## config.mk

```make
export PLATFORM = sky130hd
export DESIGN_NAME = bldc_six_step_commutator_flat
export DESIGN_NICKNAME = d
export VERILOG_FILES = /design/src/design/bsc_pkg.sv /design/src/design/bsc_in_if.sv /design/src/design/bsc_out_if.sv /design/src/design/bldc_six_step_commutator.sv /design/src/design/bsc_cfg.sv /design/src/design/bsc_core.sv /design/src/flat_wrapper.sv
export SDC_FILE = /design/constraint.sdc
export NUM_CORES = 1
export LEC_CHECK = 0
export BUFFER_PORTS_ARGS = -buffer_cell sky130_fd_sc_hd__buf_4
export CAP_MARGIN = 15
export CORE_ASPECT_RATIO = 0.75
export CORE_MARGIN = 2
export CORE_UTILIZATION = 63
export CTS_CLUSTER_SIZE = 8
export DETAILED_ROUTE_END_ITERATION = 10
export MAX_ROUTING_LAYER = met4
export PLACE_DENSITY = 0.82
export REMOVE_ABC_BUFFERS = 1
export SYNTH_ARGS = -nofsm -noshare
export SYNTH_HDL_FRONTEND = slang
export SYNTH_SLANG_ARGS = --single-unit
export TNS_END_PERCENT = 20
```

## constraint.sdc

```tcl
create_clock -name clk -period 5.3 [get_ports clk]
set_input_delay 0 -clock clk [delete_from_list [all_inputs] [get_ports clk]]
set_output_delay 0 -clock clk [all_outputs]
set_load 0.01 [all_outputs]
```

## src/design/bsc_pkg.sv

```systemverilog
// ----------------------------------------------------------------------------
// bsc_pkg
// Widths, register codes, reset values and commutation tables of the
// six-step commutator.
// ----------------------------------------------------------------------------
`default_nettype none

package bsc_pkg;

	localparam int PWM_W      = 16;
	localparam int TICK_W     = 32;
	localparam int INTERVAL_W = 32;
	localparam int STEP_COUNT = 6;
	localparam int STEP_W     = $clog2(STEP_COUNT);
	localparam int GATE_W     = 6;
	localparam int CFG_DATA_W = 32;
	localparam int CFG_IDX_W  = 3;

	typedef logic [PWM_W-1:0]      pwm_t;
	typedef logic [TICK_W-1:0]     tick_t;
	typedef logic [INTERVAL_W-1:0] interval_t;
	typedef logic [STEP_W-1:0]     step_t;
	typedef logic [GATE_W-1:0]     gate_t;

	// Configuration register indexes
	typedef enum logic [CFG_IDX_W-1:0] {
		REG_PERIOD_TICKS      = 3'd0,
		REG_DUTY_WIDTH        = 3'd1,
		REG_ADC_TRIGGER_WIDTH = 3'd2,
		REG_COMM_INTERVAL     = 3'd3,
		REG_DIRECTION_FORWARD = 3'd4
	} cfg_reg_t;

	localparam pwm_t      RST_PERIOD_TICKS      = 16'd1000;
	localparam pwm_t      RST_DUTY_WIDTH        = 16'd180;
	localparam pwm_t      RST_ADC_TRIGGER_WIDTH = 16'd950;
	localparam interval_t RST_COMM_INTERVAL     = 32'd20000;
	localparam logic      RST_DIRECTION_FORWARD = 1'b1;

	localparam step_t LAST_STEP = step_t'(STEP_COUNT - 1);

	typedef struct packed {
		pwm_t      period_ticks;
		pwm_t      duty_width;
		pwm_t      adc_trigger_width;
		interval_t commutation_interval;
		logic      direction_forward;
	} cfg_t;

	typedef struct packed {
		gate_t gates;
		logic  expect_zero_cross;
		logic  adc_trigger;
		step_t commutation_step;
	} result_t;

	// On-time gate pattern of a step: one phase high, one phase low
	function automatic gate_t on_pattern_of(input step_t s);
		gate_t p;
		case (s)
			3'd0:    p = 6'h09;
			3'd1:    p = 6'h21;
			3'd2:    p = 6'h24;
			3'd3:    p = 6'h06;
			3'd4:    p = 6'h12;
			3'd5:    p = 6'h18;
			default: p = '0;
		endcase
		return p;
	endfunction

	// Off-time gate pattern of a step: low side only
	function automatic gate_t off_pattern_of(input step_t s);
		gate_t p;
		case (s)
			3'd0:    p = 6'h08;
			3'd1:    p = 6'h20;
			3'd2:    p = 6'h20;
			3'd3:    p = 6'h02;
			3'd4:    p = 6'h02;
			3'd5:    p = 6'h08;
			default: p = '0;
		endcase
		return p;
	endfunction

	// Expected zero-cross flag of a step
	function automatic logic zero_cross_of(input step_t s);
		logic z;
		case (s)
			3'd1, 3'd3, 3'd5: z = 1'b1;
			default:          z = 1'b0;
		endcase
		return z;
	endfunction

	// Advance or retreat one step modulo the step count
	function automatic step_t move_step(input step_t s, input logic fwd);
		step_t n;
		if (fwd) begin
			n = (s >= LAST_STEP) ? '0 : step_t'(s + step_t'(1));
		end else begin
			n = (s == '0) ? LAST_STEP : step_t'(s - step_t'(1));
		end
		return n;
	endfunction

endpackage

`default_nettype wire

```

## src/design/bsc_in_if.sv

```systemverilog
// ----------------------------------------------------------------------------
// bsc_in_if
// Tick channel: one item per timer tick carrying the run flag.
// ----------------------------------------------------------------------------
`default_nettype none

interface bsc_in_if;
	logic valid;
	logic ready;
	logic run;

	modport source (output valid, output run, input ready);
	modport sink   (input valid, input run, output ready);
endinterface

`default_nettype wire

```

## src/design/bsc_out_if.sv

```systemverilog
// ----------------------------------------------------------------------------
// bsc_out_if
// Result channel: gate drives, step index and flags of one tick.
// ----------------------------------------------------------------------------
`default_nettype none

interface bsc_out_if;
	logic       valid;
	logic       ready;
	logic [5:0] gates;
	logic       expect_zero_cross;
	logic       adc_trigger;
	logic [2:0] commutation_step;

	modport source (output valid, output gates, output expect_zero_cross,
		output adc_trigger, output commutation_step, input ready);
	modport sink   (input valid, input gates, input expect_zero_cross,
		input adc_trigger, input commutation_step, output ready);
endinterface

`default_nettype wire

```

## src/design/bldc_six_step_commutator.sv

```systemverilog
// ----------------------------------------------------------------------------
// bldc_six_step_commutator
// Open-loop six-step BLDC commutator with high-side PWM.
//
//   channel     dir  payload                                         per item
//   tick_in     in   run                                             one tick
//   result_out  out  gates, expect_zero_cross, adc_trigger,          one result
//                    commutation_step
//   wr_*        in   wr_index, wr_data                               one register
//
// One tick is taken per clock unless the result register is stalled; each
// tick passes an input register and then a result register to the output.
// The commutation state advances as a tick moves from the input register to
// the result register.
// A stalled result holds both stages; the input side stays ready while the
// input register is empty. Reset clears the core gate drive and valid flags.
// ----------------------------------------------------------------------------
`default_nettype none

module bldc_six_step_commutator (
	input  wire logic                           clk,
	input  wire logic                           arst_n,
	bsc_in_if.sink                              tick_in,
	bsc_out_if.source                           result_out,
	input  wire logic                           wr_en,
	input  wire logic [bsc_pkg::CFG_IDX_W-1:0]  wr_index,
	input  wire logic [bsc_pkg::CFG_DATA_W-1:0] wr_data
);
	import bsc_pkg::*;

	cfg_t    cfg;
	result_t res;
	result_t res_s2;
	logic    valid_s1, valid_s2;
	logic    run_s1;
	logic    advance;

	bsc_cfg u_cfg (
		.clk      (clk),
		.arst_n   (arst_n),
		.wr_en    (wr_en),
		.wr_index (wr_index),
		.wr_data  (wr_data),
		.cfg      (cfg)
	);

	bsc_core u_core (
		.clk    (clk),
		.arst_n (arst_n),
		.en     (valid_s1 && advance),
		.run    (run_s1),
		.cfg    (cfg),
		.res    (res)
	);

	// Move items forward unless the result register is stalled
	assign advance       = !valid_s2 || result_out.ready;
	assign tick_in.ready = !valid_s1 || advance;

	// Input register
	always_ff @(posedge clk or negedge arst_n) begin
		if (!arst_n) begin
			valid_s1 <= 1'b0;
		end else if (tick_in.valid && tick_in.ready) begin
			valid_s1 <= 1'b1;
		end else if (advance) begin
			valid_s1 <= 1'b0;
		end
	end

	always_ff @(posedge clk) begin
		if (tick_in.valid && tick_in.ready) begin
			run_s1 <= tick_in.run;
		end
	end

	// Result register
	always_ff @(posedge clk or negedge arst_n) begin
		if (!arst_n) begin
			valid_s2 <= 1'b0;
		end else if (advance) begin
			valid_s2 <= valid_s1;
		end
	end

	always_ff @(posedge clk) begin
		if (advance && valid_s1) begin
			res_s2 <= res;
		end
	end

	assign result_out.valid             = valid_s2;
	assign result_out.gates             = res_s2.gates;
	assign result_out.expect_zero_cross = res_s2.expect_zero_cross;
	assign result_out.adc_trigger       = res_s2.adc_trigger;
	assign result_out.commutation_step  = res_s2.commutation_step;

endmodule

`default_nettype wire

```

## src/design/bsc_cfg.sv

```systemverilog
// ----------------------------------------------------------------------------
// bsc_cfg
// Configuration register file with plain write port.
// ----------------------------------------------------------------------------
`default_nettype none

module bsc_cfg (
	input  wire logic                           clk,
	input  wire logic                           arst_n,
	input  wire logic                           wr_en,
	input  wire logic [bsc_pkg::CFG_IDX_W-1:0]  wr_index,
	input  wire logic [bsc_pkg::CFG_DATA_W-1:0] wr_data,
	output bsc_pkg::cfg_t                       cfg
);
	import bsc_pkg::*;

	cfg_t cfg_q;

	// Decode the index and write the selected register
	always_ff @(posedge clk or negedge arst_n) begin
		if (!arst_n) begin
			cfg_q.period_ticks         <= RST_PERIOD_TICKS;
			cfg_q.duty_width           <= RST_DUTY_WIDTH;
			cfg_q.adc_trigger_width    <= RST_ADC_TRIGGER_WIDTH;
			cfg_q.commutation_interval <= RST_COMM_INTERVAL;
			cfg_q.direction_forward    <= RST_DIRECTION_FORWARD;
		end else if (wr_en) begin
			case (cfg_reg_t'(wr_index))
				REG_PERIOD_TICKS:      cfg_q.period_ticks <= wr_data[PWM_W-1:0];
				REG_DUTY_WIDTH:        cfg_q.duty_width <= wr_data[PWM_W-1:0];
				REG_ADC_TRIGGER_WIDTH: cfg_q.adc_trigger_width <= wr_data[PWM_W-1:0];
				REG_COMM_INTERVAL:     cfg_q.commutation_interval <= wr_data[INTERVAL_W-1:0];
				REG_DIRECTION_FORWARD: cfg_q.direction_forward <= wr_data[0];
				default: ;
			endcase
		end
	end

	assign cfg = cfg_q;

endmodule

`default_nettype wire

```

## src/design/bsc_core.sv

```systemverilog
// ----------------------------------------------------------------------------
// bsc_core
// Commutation state and PWM counter; computes the result of one tick
// and updates the state when the tick is taken.
// ----------------------------------------------------------------------------
`default_nettype none

module bsc_core (
	input  wire logic          clk,
	input  wire logic          arst_n,
	input  wire logic          en,
	input  wire logic          run,
	input  wire bsc_pkg::cfg_t cfg,
	output bsc_pkg::result_t   res
);
	import bsc_pkg::*;

	pwm_t  pwm_count_q, pwm_count_d;
	tick_t elapsed_q, elapsed_d, elapsed_inc;
	step_t current_step_q, current_step_d;
	step_t pending_step_q, pending_step_d;
	gate_t on_pattern_q, on_pattern_d;
	gate_t off_pattern_q, off_pattern_d;
	gate_t gate_drive_q, gate_drive_d;
	pwm_t  duty;
	logic  adc;
	logic [PWM_W:0] pwm_next;

	// Next state of one tick
	always_comb begin
		pwm_count_d    = pwm_count_q;
		elapsed_d      = elapsed_q;
		current_step_d = current_step_q;
		pending_step_d = pending_step_q;
		on_pattern_d   = on_pattern_q;
		off_pattern_d  = off_pattern_q;
		gate_drive_d   = gate_drive_q;
		adc            = 1'b0;
		duty = (cfg.duty_width > cfg.adc_trigger_width) ? cfg.adc_trigger_width
			: cfg.duty_width;
		elapsed_inc = (elapsed_q != '1) ? tick_t'(elapsed_q + tick_t'(1)) : elapsed_q;
		pwm_next = {1'b0, pwm_count_q} + (PWM_W+1)'(1);

		if (!run) begin
			gate_drive_d = '0;
			pwm_count_d  = '0;
		end else begin
			elapsed_d = elapsed_inc;
			// Cycle start: drive on pattern, check the commutation schedule
			if (pwm_count_q == '0) begin
				gate_drive_d = on_pattern_q;
				if (elapsed_inc >= tick_t'(cfg.commutation_interval)) begin
					pending_step_d = move_step(pending_step_q, cfg.direction_forward);
					elapsed_d = elapsed_inc - tick_t'(cfg.commutation_interval);
				end
			end
			// Duty compare: drive off pattern, latch the new step
			if (pwm_count_q == duty) begin
				gate_drive_d   = off_pattern_q;
				current_step_d = pending_step_d;
				on_pattern_d   = on_pattern_of(pending_step_d);
				off_pattern_d  = off_pattern_of(pending_step_d);
			end
			adc = (pwm_count_q == cfg.adc_trigger_width);
			// Advance the counter, wrap at the period
			if (cfg.period_ticks == '0 || pwm_next >= {1'b0, cfg.period_ticks}) begin
				pwm_count_d = '0;
			end else begin
				pwm_count_d = pwm_next[PWM_W-1:0];
			end
		end
	end

	// Hold state until a tick is taken
	always_ff @(posedge clk or negedge arst_n) begin
		if (!arst_n) begin
			pwm_count_q    <= '0;
			elapsed_q      <= '0;
			current_step_q <= '0;
			pending_step_q <= '0;
			on_pattern_q   <= '0;
			off_pattern_q  <= '0;
			gate_drive_q   <= '0;
		end else if (en) begin
			pwm_count_q    <= pwm_count_d;
			elapsed_q      <= elapsed_d;
			current_step_q <= current_step_d;
			pending_step_q <= pending_step_d;
			on_pattern_q   <= on_pattern_d;
			off_pattern_q  <= off_pattern_d;
			gate_drive_q   <= gate_drive_d;
		end
	end

	assign res.gates             = gate_drive_d;
	assign res.expect_zero_cross = zero_cross_of(current_step_d);
	assign res.adc_trigger       = adc;
	assign res.commutation_step  = current_step_d;

endmodule

`default_nettype wire

```

## src/flat_wrapper.sv

```systemverilog
// flat-port wrapper written by rule: the top's interface ports become plain ports
module bldc_six_step_commutator_flat import bsc_pkg::*;
  (clk, arst_n, wr_en, wr_index, wr_data, tick_in_valid, tick_in_run, tick_in_ready, result_out_valid, result_out_gates, result_out_expect_zero_cross, result_out_adc_trigger, result_out_commutation_step, result_out_ready);
  bsc_in_if tick_in_i ();
  bsc_out_if result_out_i ();
  input  wire logic clk;
  input  wire logic arst_n;
  input  wire logic wr_en;
  input  wire logic [bsc_pkg::CFG_IDX_W-1:0] wr_index;
  input  wire logic [bsc_pkg::CFG_DATA_W-1:0] wr_data;
  input wire logic [$bits(tick_in_i.valid)-1:0] tick_in_valid;
  input wire logic [$bits(tick_in_i.run)-1:0] tick_in_run;
  output wire logic [$bits(tick_in_i.ready)-1:0] tick_in_ready;
  output wire logic [$bits(result_out_i.valid)-1:0] result_out_valid;
  output wire logic [$bits(result_out_i.gates)-1:0] result_out_gates;
  output wire logic [$bits(result_out_i.expect_zero_cross)-1:0] result_out_expect_zero_cross;
  output wire logic [$bits(result_out_i.adc_trigger)-1:0] result_out_adc_trigger;
  output wire logic [$bits(result_out_i.commutation_step)-1:0] result_out_commutation_step;
  input wire logic [$bits(result_out_i.ready)-1:0] result_out_ready;
  assign tick_in_i.valid = tick_in_valid;
  assign tick_in_i.run = tick_in_run;
  assign tick_in_ready = tick_in_i.ready;
  assign result_out_valid = result_out_i.valid;
  assign result_out_gates = result_out_i.gates;
  assign result_out_expect_zero_cross = result_out_i.expect_zero_cross;
  assign result_out_adc_trigger = result_out_i.adc_trigger;
  assign result_out_commutation_step = result_out_i.commutation_step;
  assign result_out_i.ready = result_out_ready;
  bldc_six_step_commutator u_core (.clk(clk), .arst_n(arst_n), .tick_in(tick_in_i), .result_out(result_out_i), .wr_en(wr_en), .wr_index(wr_index), .wr_data(wr_data));
endmodule
```

==> out/results.ini <==
[sta]
setup_slack_ns=0.236
post-route-min-period_ns=5.06
final-hold-violation-count=0
finalClockSkew_ns=0.0203
timing.final.crit_share_pct=95.6
worstMarginPinSlew_ns=1.04
slew_headroom_pct=28.7
fin_setup_tns_ns=0
slew_violations=0
setup_viol=0
whs_ns=0.0169
fmax_mhz=197

[critical_path]
crit_required_ns=5.58
setup.reg_to_reg.worst_slack_ns=0.24
worstPathCellList=nand3_1, nor4_2, nand3_1, nor2b_2, and2_1, and4_1, xor2_1, ha_1, nand3_1, or2_2, or3_1, a2111o_1, a31o_2, a311oi_2, o21a_2, o21ai_0, o21ai_0
crit_path_max_incr_delay_ns=0.44
critPathMaxFanout=7
cpMostUsedCell=nand3_1
regToRegStartpoint=u_core.u_core.elapsed_q[3]$_DFFE_PN0P_
critPathCaptureType=flop
start_kind=flop
crit_type=reg2reg
slowest_stage=dfrtp_1
rr_endpoint=u_core.result_out.expect_zero_cross$_DFFE_PP_
arrival_ns=5.34
r2r_cells=17

[place]
port_buffers=53
post-place-ws_ns=0.223
dp_hpwl_um=19400
dp_cells=1394
place.gp.congestion=1.02

[detailed_routing]
first_pass_iters=5
drtIter0Drc=908
drc=0
num_vias=9216
ant_nets=0
viasPerCell=6.27
routed_wl_um=27900
routedWlPerCell_um=19.0

[global_routing]
grt_usage_pct=33.0
gr-usage-met2_pct=47.9
met3_usage_pct=7.55
grt_pass1_vias=8680
grt_pass1_wl_um=45000
grt-busiest-layer=met2
grt_use_met1_pct=46.8
grt_overflow=0
antenna_found_initial=0
grt_max_degree=104

[power]
p_sw_share_pct=43.7
comb_power_share_pct=50.3
clockPowerShare_pct=19.8
p_leak_nw=5.53
power.density_nw_per_um2=504
p_int_w=0.00353
p_switching_w=0.00274
ir_drop_v=0.000435
p_seq_share_pct=29.9

[logic_synthesis]
netlist_instances=1160
syn_area_sq_um=10800
synth-edff-count=12
synth.avg_cell_area_sq_um=9.27
ys_seq_area_share_pct=39.0
synth-seq-cells=164
ys.flop_type=dfrtp_1
synthArstFlopShare_pct=92.7
yosys_warnings=0
synth_cell_types=73

[floorplanning]
die_y_um=117
dieArea_sq_um=18100
rows=41
pin_count=54
initial_core_util_pct=64.1
die_w_um=155
core_sq_um=16800

[cts]
cts_num_sinks=164
cts_buffers=17
cts.root.buffer_cell=clkbuf_16
clk-insertion-delay-late_ns=0.45
cts_tree=done
clkTransAtPathRegs_ns=0.08
cts_buffer_depth=2
htreeDepth=4

[final_layout]
fill_cells=1171
drive_above_1_share_pct=17.1
final_cell_mix=dfrtp_1, nand2_1, o21ai_0, inv_1, buf_4
area_delta_synth_final_pct=15.7
final_core_util_pct=74.2
final_cells=1469
diodes=0
nets=1354
final_common_cell=dfrtp_1

[run_status]
status=finished clean

[run]
cap_viol_max_count=0

[hold_path]
min_from=wr_en
holdPathEnd=u_core.u_cfg.cfg[0]$_DFFE_PN1P_
hold_depth=4
min_path_type=in2reg

## power groups by stage
stage,clock network (W),registers (W),logic [W]
after detailed placement,0,0.00188,0.00299
after floorplan,0,0.00181,0.00226
after CTS,0.00124,0.00186,0.00305
after global routing,0.00130,0.00191,0.00348
final,0.00124,0.00187,0.00316
after global placement,0,0.00186,0.00293
## through the flow
stage          power [W]  area [sq um]
2_1_floorplan    0.00406         10500
3_3_place_gp     0.00480         11400
3_5_place_dp     0.00486         11400
4_1_cts          0.00616         12400
5_1_grt          0.00670         12400
6_report         0.00627         12400
## cells by family after synthesis
group,synth area share [%]
flops,39.0
xor+xnor,7.98
simple gates,15.4
fa+ha+maj,8.45
mux,7.26
buf+inv,4.78
compound gates,17.1
## critical path, delay by kind of cell, from the launching register on
family	cells	cell delay (ns)
flops	1	0.44
xor+xnor	1	0.31
simple gates	9	2.29
compound gates	6	1.53
fa+ha+maj	1	0.31
## state kept, by name, indices dropped and copies added, names as in the netlist
name / count
u_core.u_core.elapsed_q: 32
u_core.u_core.pwm_count_q: 16
u_core.u_core.off_pattern_q: 3
u_core.result_out.expect_zero_cross: 1
u_core.result_out.adc_trigger: 1
u_core.result_out.commutation_step: 3
u_core.u_core.gate_drive_q: 6
u_core.result_out.valid: 1
u_core.u_core.on_pattern_q: 6
u_core.valid_s1: 1
u_core.u_core.current_step_q: 3
u_core.run_s1: 1
u_core.result_out.gates: 6
u_core.u_cfg.cfg: 81
u_core.u_core.pending_step_q: 3
## layer usage
metal	share of wire, %	wire [um]
met1	46	12800
met2	43	12100
met3	9.1	2550
met4	1.7	480
met5	0	0
## final cells by class
class                   count  area (sq um)  area share, %
multi-input cells         862          6120           49.2
flip-flops and latches    164          4190           33.7
repair buffers            114           965           7.75
clock buffers              17           425           3.42
inverters                  82           308           2.47
well taps                 215           269           2.16
clock inverters            15           164           1.32
## synth_stat cells, drive strengths merged, types with 7 or more instances
library cell | number | area (sq um)
a211oi | 7 | 52.6
a21o | 18 | 135
a21oi | 70 | 350
a31oi | 9 | 77.6
a32o | 16 | 160
and2 | 8 | 50.1
and3 | 14 | 87.6
buf | 9 | 45.0
clkbuf | 43 | 161
dfrtp | 129 | 3230
dfstp | 23 | 604
edfxtp | 12 | 360
ha | 71 | 888
inv | 82 | 308
mux2 | 56 | 631
mux2i | 15 | 150
nand2 | 109 | 409
nand2b | 7 | 43.8
nand3 | 35 | 180
nand4 | 32 | 206
nor2 | 67 | 251
nor2b | 14 | 87.6
nor3 | 9 | 45.0
nor4 | 14 | 87.6
o211ai | 9 | 67.6
o21a | 15 | 114
o21ai | 91 | 459
or2 | 9 | 56.3
or3 | 8 | 50.1
xnor2 | 55 | 482
xor2 | 43 | 377
## what timing repair did
action,4_1_cts,5_1_grt
setup endpoints to repair,0,37
hold buffers,39,0
hold endpoints to repair,168,0
buffers inserted,0,2
gates resized for setup,0,8
## worst max-delay path by stage
stage          cells after the start                                    start                                            end  slack, ns
2_1_floorplan                     18  u_core.u_core.elapsed_q[12]$_DFFE_PN0P_    u_core.u_core.current_step_q[2]$_DFFE_PN0P_       0.22
3_3_place_gp                      17   u_core.u_core.elapsed_q[3]$_DFFE_PN0P_  u_core.result_out.expect_zero_cross$_DFFE_PP_       0.40
3_5_place_dp                      17   u_core.u_core.elapsed_q[3]$_DFFE_PN0P_     u_core.u_core.off_pattern_q[1]$_DFFE_PN0P_       0.22
4_1_cts                           17   u_core.u_core.elapsed_q[3]$_DFFE_PN0P_  u_core.result_out.expect_zero_cross$_DFFE_PP_       0.16
5_1_grt                           17   u_core.u_core.elapsed_q[3]$_DFFE_PN0P_  u_core.result_out.expect_zero_cross$_DFFE_PP_     -0.001
6_report                          17   u_core.u_core.elapsed_q[3]$_DFFE_PN0P_  u_core.result_out.expect_zero_cross$_DFFE_PP_       0.24
No activity file was read; power rests on OpenSTA's default activity.
